`src/rtl/shabc_pkg.sv`:
```
// ----------------------------------------------------------------------------
// SHA-256 block compression package
// Shared word types, round constants, initial hash value and round functions.
// ----------------------------------------------------------------------------
package shabc_pkg;

  localparam int WORD_W     = 32;
  localparam int NUM_IV     = 8;
  localparam int CFG_IDX_W  = 8;
  localparam int ROUND_W    = 6;
  localparam int POS_W      = 4;

  typedef logic [WORD_W-1:0] word_t;
  typedef word_t [7:0]       word8_t;
  typedef word_t [15:0]      word16_t;

  typedef struct packed {
    logic               shift_in;
    logic               init;
    logic               step;
    logic [ROUND_W-1:0] sched_idx;
  } core_ctrl_t;

  localparam word_t IV_RESET [NUM_IV] = '{
    32'h6a09e667, 32'hbb67ae85, 32'h3c6ef372, 32'ha54ff53a,
    32'h510e527f, 32'h9b05688c, 32'h1f83d9ab, 32'h5be0cd19
  };

  localparam word_t K_TABLE [64] = '{
    32'h428a2f98, 32'h71374491, 32'hb5c0fbcf, 32'he9b5dba5,
    32'h3956c25b, 32'h59f111f1, 32'h923f82a4, 32'hab1c5ed5,
    32'hd807aa98, 32'h12835b01, 32'h243185be, 32'h550c7dc3,
    32'h72be5d74, 32'h80deb1fe, 32'h9bdc06a7, 32'hc19bf174,
    32'he49b69c1, 32'hefbe4786, 32'h0fc19dc6, 32'h240ca1cc,
    32'h2de92c6f, 32'h4a7484aa, 32'h5cb0a9dc, 32'h76f988da,
    32'h983e5152, 32'ha831c66d, 32'hb00327c8, 32'hbf597fc7,
    32'hc6e00bf3, 32'hd5a79147, 32'h06ca6351, 32'h14292967,
    32'h27b70a85, 32'h2e1b2138, 32'h4d2c6dfc, 32'h53380d13,
    32'h650a7354, 32'h766a0abb, 32'h81c2c92e, 32'h92722c85,
    32'ha2bfe8a1, 32'ha81a664b, 32'hc24b8b70, 32'hc76c51a3,
    32'hd192e819, 32'hd6990624, 32'hf40e3585, 32'h106aa070,
    32'h19a4c116, 32'h1e376c08, 32'h2748774c, 32'h34b0bcb5,
    32'h391c0cb3, 32'h4ed8aa4a, 32'h5b9cca4f, 32'h682e6ff3,
    32'h748f82ee, 32'h78a5636f, 32'h84c87814, 32'h8cc70208,
    32'h90befffa, 32'ha4506ceb, 32'hbef9a3f7, 32'hc67178f2
  };

  function automatic word_t rotr(input word_t x, input int n);
    rotr = (x >> n) | (x << (WORD_W - n));
  endfunction

  function automatic word_t big_sigma0(input word_t x);
    big_sigma0 = rotr(x, 2) ^ rotr(x, 13) ^ rotr(x, 22);
  endfunction

  function automatic word_t big_sigma1(input word_t x);
    big_sigma1 = rotr(x, 6) ^ rotr(x, 11) ^ rotr(x, 25);
  endfunction

  function automatic word_t small_sigma0(input word_t x);
    small_sigma0 = rotr(x, 7) ^ rotr(x, 18) ^ (x >> 3);
  endfunction

  function automatic word_t small_sigma1(input word_t x);
    small_sigma1 = rotr(x, 17) ^ rotr(x, 19) ^ (x >> 10);
  endfunction

endpackage

```
`src/rtl/shabc_core.sv`:
```
// ----------------------------------------------------------------------------
// SHA-256 round core
// Sixteen-word schedule shift line, pre-added schedule word and the working
// variables, advanced by one shared round datapath in each cycle with ctrl.step set.
// ----------------------------------------------------------------------------
module shabc_core (
  input  logic                clk,
  input  shabc_pkg::core_ctrl_t ctrl,
  input  shabc_pkg::word_t    word_in,
  input  shabc_pkg::word8_t   chain,
  output shabc_pkg::word8_t   vars
);

  shabc_pkg::word16_t win;
  shabc_pkg::word_t   wk;
  shabc_pkg::word8_t  v;
  shabc_pkg::word8_t  v_next;
  shabc_pkg::word_t   sched_w;
  shabc_pkg::word_t   t1;
  shabc_pkg::word_t   t2;

  // The oldest word sits at index 0; the first sixteen steps rotate the line.
  always_comb begin
    if (ctrl.sched_idx < shabc_pkg::ROUND_W'(16)) begin
      sched_w = win[0];
    end else begin
      sched_w = shabc_pkg::small_sigma1(win[14]) + win[9]
              + shabc_pkg::small_sigma0(win[1]) + win[0];
    end
  end

  always_comb begin
    t1 = v[7] + shabc_pkg::big_sigma1(v[4]) + ((v[4] & v[5]) ^ (~v[4] & v[6])) + wk;
    t2 = shabc_pkg::big_sigma0(v[0]) + ((v[0] & v[1]) ^ (v[0] & v[2]) ^ (v[1] & v[2]));
    v_next[0] = t1 + t2;
    v_next[1] = v[0];
    v_next[2] = v[1];
    v_next[3] = v[2];
    v_next[4] = v[3] + t1;
    v_next[5] = v[4];
    v_next[6] = v[5];
    v_next[7] = v[6];
  end

  always_ff @(posedge clk) begin
    if (ctrl.shift_in) begin
      win <= {word_in, win[15:1]};
    end else if (ctrl.init || ctrl.step) begin
      win <= {sched_w, win[15:1]};
      wk  <= sched_w + shabc_pkg::K_TABLE[ctrl.sched_idx];
    end
    if (ctrl.init) begin
      v <= chain;
    end else if (ctrl.step) begin
      v <= v_next;
    end
  end

  assign vars = v;

endmodule

```
`src/rtl/sha256_block_compression.sv`:
```
// ----------------------------------------------------------------------------
// SHA-256 block compression engine
// Takes padded message words sixteen to a block, compresses each block into
// the chaining value and streams the eight digest words after a final block.
// ----------------------------------------------------------------------------
//  Channel   Signals                        Contents
//  s_*       s_tvalid s_tready s_tdata      message word, flags in s_tuser
//  m_*       m_tvalid m_tready m_tdata      digest word and index, m_tlast
//  cfg_*     cfg_valid cfg_ready            IV register index and data
//
//  Each word is taken in one cycle; after the sixteenth word of a block the
//  engine runs one schedule set-up, 64 rounds on the shared round datapath
//  and one fold into the chaining value, and is not ready meanwhile.
//  After a final block the eight digest words follow, one per m_tready cycle.
//  Reset loads the standard initial hash value into the IV registers and
//  clears the chaining value.
// ----------------------------------------------------------------------------
module sha256_block_compression (
  input  logic        clk,
  input  logic        rst,
  input  logic        s_tvalid,
  output logic        s_tready,
  input  logic [31:0] s_tdata,   // message_word
  input  logic [1:0]  s_tuser,   // first_block, final_block
  output logic        m_tvalid,
  input  logic        m_tready,
  output logic [39:0] m_tdata,   // digest_word, word_index, zero fill
  output logic        m_tlast,
  input  logic        cfg_valid,
  output logic        cfg_ready,
  input  logic [shabc_pkg::CFG_IDX_W-1:0] cfg_index,
  input  logic [31:0] cfg_data
);

  typedef enum logic [2:0] {
    S_LOAD,
    S_PREP,
    S_ROUND,
    S_FOLD,
    S_EMIT
  } state_t;

  state_t                        state;
  shabc_pkg::word_t              iv [shabc_pkg::NUM_IV];
  shabc_pkg::word8_t             chain;
  shabc_pkg::word8_t             vars;
  logic [shabc_pkg::POS_W-1:0]   pos;
  logic [shabc_pkg::ROUND_W-1:0] round_cnt;
  logic                          final_flag;
  logic [2:0]                    out_idx;
  logic                          in_fire;
  shabc_pkg::core_ctrl_t         ctrl;

  assign s_tready  = (state == S_LOAD);
  assign in_fire   = s_tvalid && s_tready;
  assign cfg_ready = 1'b1;
  assign m_tvalid  = (state == S_EMIT);
  assign m_tdata   = {5'b0, out_idx, chain[out_idx]};
  assign m_tlast   = (out_idx == 3'd7);

  always_comb begin
    ctrl.shift_in  = in_fire;
    ctrl.init      = (state == S_PREP);
    ctrl.step      = (state == S_ROUND);
    ctrl.sched_idx = (state == S_ROUND) ? round_cnt + 1'b1 : '0;
  end

  shabc_core u_core (
    .clk     (clk),
    .ctrl    (ctrl),
    .word_in (s_tdata),
    .chain   (chain),
    .vars    (vars)
  );

  always_ff @(posedge clk) begin
    if (rst) begin
      for (int i = 0; i < shabc_pkg::NUM_IV; i++) begin
        iv[i] <= shabc_pkg::IV_RESET[i];
      end
    end else if (cfg_valid && cfg_ready &&
                 cfg_index < shabc_pkg::CFG_IDX_W'(shabc_pkg::NUM_IV)) begin
      iv[cfg_index[2:0]] <= cfg_data;
    end
  end

  always_ff @(posedge clk) begin
    if (rst) begin
      state      <= S_LOAD;
      chain      <= '0;
      pos        <= '0;
      round_cnt  <= '0;
      final_flag <= 1'b0;
      out_idx    <= '0;
    end else begin
      unique case (state)
        S_LOAD: begin
          if (in_fire) begin
            if (pos == '0 && s_tuser[0]) begin
              for (int i = 0; i < 8; i++) begin
                chain[i] <= iv[i];
              end
            end
            pos <= pos + 1'b1;
            if (pos == '1) begin
              final_flag <= s_tuser[1];
              state      <= S_PREP;
            end
          end
        end
        S_PREP: begin
          round_cnt <= '0;
          state     <= S_ROUND;
        end
        S_ROUND: begin
          round_cnt <= round_cnt + 1'b1;
          if (round_cnt == '1) begin
            state <= S_FOLD;
          end
        end
        S_FOLD: begin
          for (int i = 0; i < 8; i++) begin
            chain[i] <= chain[i] + vars[i];
          end
          out_idx <= '0;
          state   <= final_flag ? S_EMIT : S_LOAD;
        end
        S_EMIT: begin
          if (m_tready) begin
            out_idx <= out_idx + 1'b1;
            if (out_idx == 3'd7) begin
              state <= S_LOAD;
            end
          end
        end
        default: begin
          state <= S_LOAD;
        end
      endcase
    end
  end

endmodule

```
`config.mk`:
```
export PLATFORM = sky130hd
export DESIGN_NAME = sha256_block_compression
export DESIGN_NICKNAME = d
export VERILOG_FILES = /design/src/rtl/shabc_pkg.sv /design/src/rtl/shabc_core.sv /design/src/rtl/sha256_block_compression.sv
export SDC_FILE = /design/constraint.sdc
export NUM_CORES = 2
export LEC_CHECK = 0
export BUFFER_PORTS_ARGS = -buffer_cell sky130_fd_sc_hd__buf_2
export CAP_MARGIN = 30
export CORE_MARGIN = 3
export CORE_UTILIZATION = 35
export CTS_CLUSTER_DIAMETER = 200
export DETAILED_ROUTE_END_ITERATION = 8
export PLACE_DENSITY_LB_ADDON = 0.05
export SYNTH_ARGS = -nofsm -noshare
export SYNTH_HDL_FRONTEND = slang
export SYNTH_HIERARCHICAL = 1
export SYNTH_SLANG_ARGS = --single-unit
```
`constraint.sdc`:
```
create_clock -name clk -period 17.1 [get_ports clk]
set_input_delay 1.71 -clock clk [delete_from_list [all_inputs] [get_ports clk]]
set_output_delay 1.71 -clock clk [all_outputs]
set_load 0.02 [all_outputs]
```
==> impl_metrics.py <==
metrics = {
    "detailed_routing": {
        "drt-pass1-iter-count": 5,
        "drc_errors": 0,
        "ant_nets": 0,
        "wl_per_cell_um": 29.9,
        "vias": 61000,
        "drt-total-wl_mm": 320,
        "drt_iter0_markers": 5857,
        "vias_per_cell": 5.70,
    },
    "clock_tree": {
        "cts-buffers-inserted": 164,
        "cts_tree": "done",
        "worstSkewPairLatency_ns": 0.86,
        "clkSinkCount": 1329,
        "hold_buffers": 0,
        "clockBufferDepth": 3,
        "h-tree-depth": 4,
        "clkTransAtPathRegs_ns": 0.06,
        "post_cts_buffers": 0,
        "post_cts_resized": 0,
        "root_buffer": "clkbuf_16",
    },
    "sta": {
        "hold_viol_final": 0,
        "relSlewSlack": 0.223,
        "final_max_slew_viol_count": 0,
        "finClkSkew_ns": 0.0855,
        "rsz0062_at_grt": "no",
        "fin_tns_setup_ns": 0,
        "period_minus_slack_ns": 7.55,
        "worst_pin_slew_ns": 1.17,
        "fmax_mhz": 132,
        "period_share": 0.441,
        "setup-violations-final": 0,
        "whs_ns": 0.385,
    },
    "logic_synthesis": {
        "synth.avg_cell_area_um2": 10.8,
        "ys_async_sr_fraction": 0,
        "synth_top_cell_by_area": "edfxtp_1",
        "synth_ff_type": "edfxtp_1",
        "synth_area_um2": 81200,
        "yosysSeqAreaShare": 0.458,
        "yosys_register_bits": 1329,
        "synthTopCellsByCount": "edfxtp_1, nand2_1, a21oi_1",
        "synthDistinctLibCells": 108,
        "synth_warnings": 6,
        "synth_edf_count": 1056,
        "synth_top_cell_area_share": 0.391,
        "synth_most_common_cell": "edfxtp_1",
        "synth_area_leaders": "edfxtp_1, dfxtp_1, ha_1",
        "synthCells": 7541,
    },
    "critical_path": {
        "critPathArrivalTime_ns": 8.08,
        "max_stage_delay_ns": 0.56,
        "cp.required_ns": 17.63,
        "slowest_stage": "edfxtp_1",
        "crit_type": "reg -> reg",
        "worst_setup_path_start_kind": "register",
        "crit_path_max_fanout": 6,
        "endpoint_kind": "register",
        "critPathTopFamily": "compound AO/OA/AOI/OAI gates",
        "crit_buf_inv": 2,
    },
    "outcome": {
        "status": "finished clean",
    },
    "layout": {
        "nNetsFinal": 8181,
        "area_delta_synth_final_pct": 11.7,
        "nFillCells": 22500,
        "final_util": 0.394,
        "drive_gt1_frac": 0.118,
        "final_cells": 10700,
    },
    "global_route": {
        "grt_pass1_vias": 58600,
        "grt_util_all_layers": 0.263,
        "grt_overflow": 0,
        "grt_antenna_before_repair": 42,
        "grt_pass1_wl_mm": 449,
        "grt_max_degree": 187,
    },
    "floorplanning": {
        "dieArea_um2": 238000,
        "floorplan.die.height_um": 488,
        "initial_core_util": 0.353,
        "io_pins": 123,
        "coreArea_um2": 230000,
        "die_x_um": 488,
        "num_rows": 176,
    },
    "placement": {
        "port_buffers": 116,
        "gp_congestion": 0.939,
        "dp_hpwl_mm": 238,
        "dp.cells": 10400,
    },
    "hold_path": {
        "hold_class": "reg -> reg",
    },
    "job": {
        "cap_violations": 0,
    },
}
-- cells by family (layout without fill, tap and decap cells) --
| kind of cell | count (synthesis) | count (layout) | synth area share |
|---|---|---|---|
| DFF | 1329 | 1329 | 0.458 |
| adders and majority gates | 596 | 596 | 0.107 |
| xor gates and xnor gates | 609 | 609 | 0.0657 |
| and+or+nand+nor | 1976 | 1976 | 0.115 |
| other | 2 | 21 | 0.0000925 |
| muxes | 424 | 424 | 0.0673 |
| AOI/OAI and AO/OA | 1816 | 1816 | 0.150 |
| buffers and inverters | 789 | 897 | 0.0376 |
-- worst paths after layout --
path                         start         endpoint  slack (ns)  depth (start not counted)
hold reg to reg    u_core/win[495]  u_core/win[463]        0.38                          0
hold / removal     u_core/win[495]  u_core/win[463]        0.38                          0
setup / recovery  u_core/vars[128]  u_core/vars[28]        9.55                         27
setup reg to reg  u_core/vars[128]  u_core/vars[28]        9.55                         27
-- routing by layer --
metal | track usage | wire length (um) | vias up | share of wire
met3 | 0.0339 | 20300 | 298 | 0.064
met4 | 0.0654 | 7990 | 2 | 0.025
met2 | 0.388 | 136000 | 2069 | 0.42
met1 | 0.404 | 155000 | 31000 | 0.49
li1 | - | - | 27600 | -
met5 | 0 | 10 | - | 0.000031
-- state kept, by name, indices dropped and copies added (netlist names), 3 cells and up --
name	cells
chain	256
state	3
iv	256
u_core/vars	256
out_idx	3
u_core/wk	32
pos	4
u_core/win	512
round_cnt	6
-- placed cells by master, fill, tap and decap left out, types with 80 or more instances in the layout --
cell | netlist | final
xor2_1 | 208 | 208
nand2b_1 | 83 | 80
edfxtp_1 | 1056 | 1056
o21ai_0 | 304 | 304
fa_1 | 166 | 166
ha_1 | 426 | 426
a21o_1 | 250 | 250
dfxtp_1 | 273 | 270
buf_2 | 29 | 118
mux2_2 | 263 | 263
inv_1 | 372 | 372
or3_1 | 124 | 123
nor2_1 | 427 | 419
clkbuf_16 | 0 | 164
buf_4 | 11 | 85
a21oi_1 | 484 | 484
a311oi_1 | 174 | 174
xnor2_1 | 401 | 401
and2_1 | 151 | 151
mux2i_1 | 89 | 89
nand2_1 | 761 | 761
nand3_1 | 94 | 93
-- final cells by class --
type                       count  area (um^2)  share of cell area
antenna                       15         37.5            0.000414
clock buffer                 217         4480              0.0494
clock inverter                92         1220              0.0134
inverter                     374         1400              0.0155
multi-input combinational   5427        41100               0.453
sequential                  1329        37200               0.410
tap                         3026         3790              0.0418
timing repair buffer         214         1450              0.0160
-- through the flow --
step	setup slack [ns]	area, um^2
6_report	9.55	90700
5_1_grt	9.19	90600
4_1_cts	9.60	90600
3_5_place_dp	9.72	84900
3_3_place_gp	9.62	84800
2_1_floorplan	2.70	81200
Power is not shown: default switching activity piles up to over one toggle a cycle in this logic, so the estimate is an artifact.
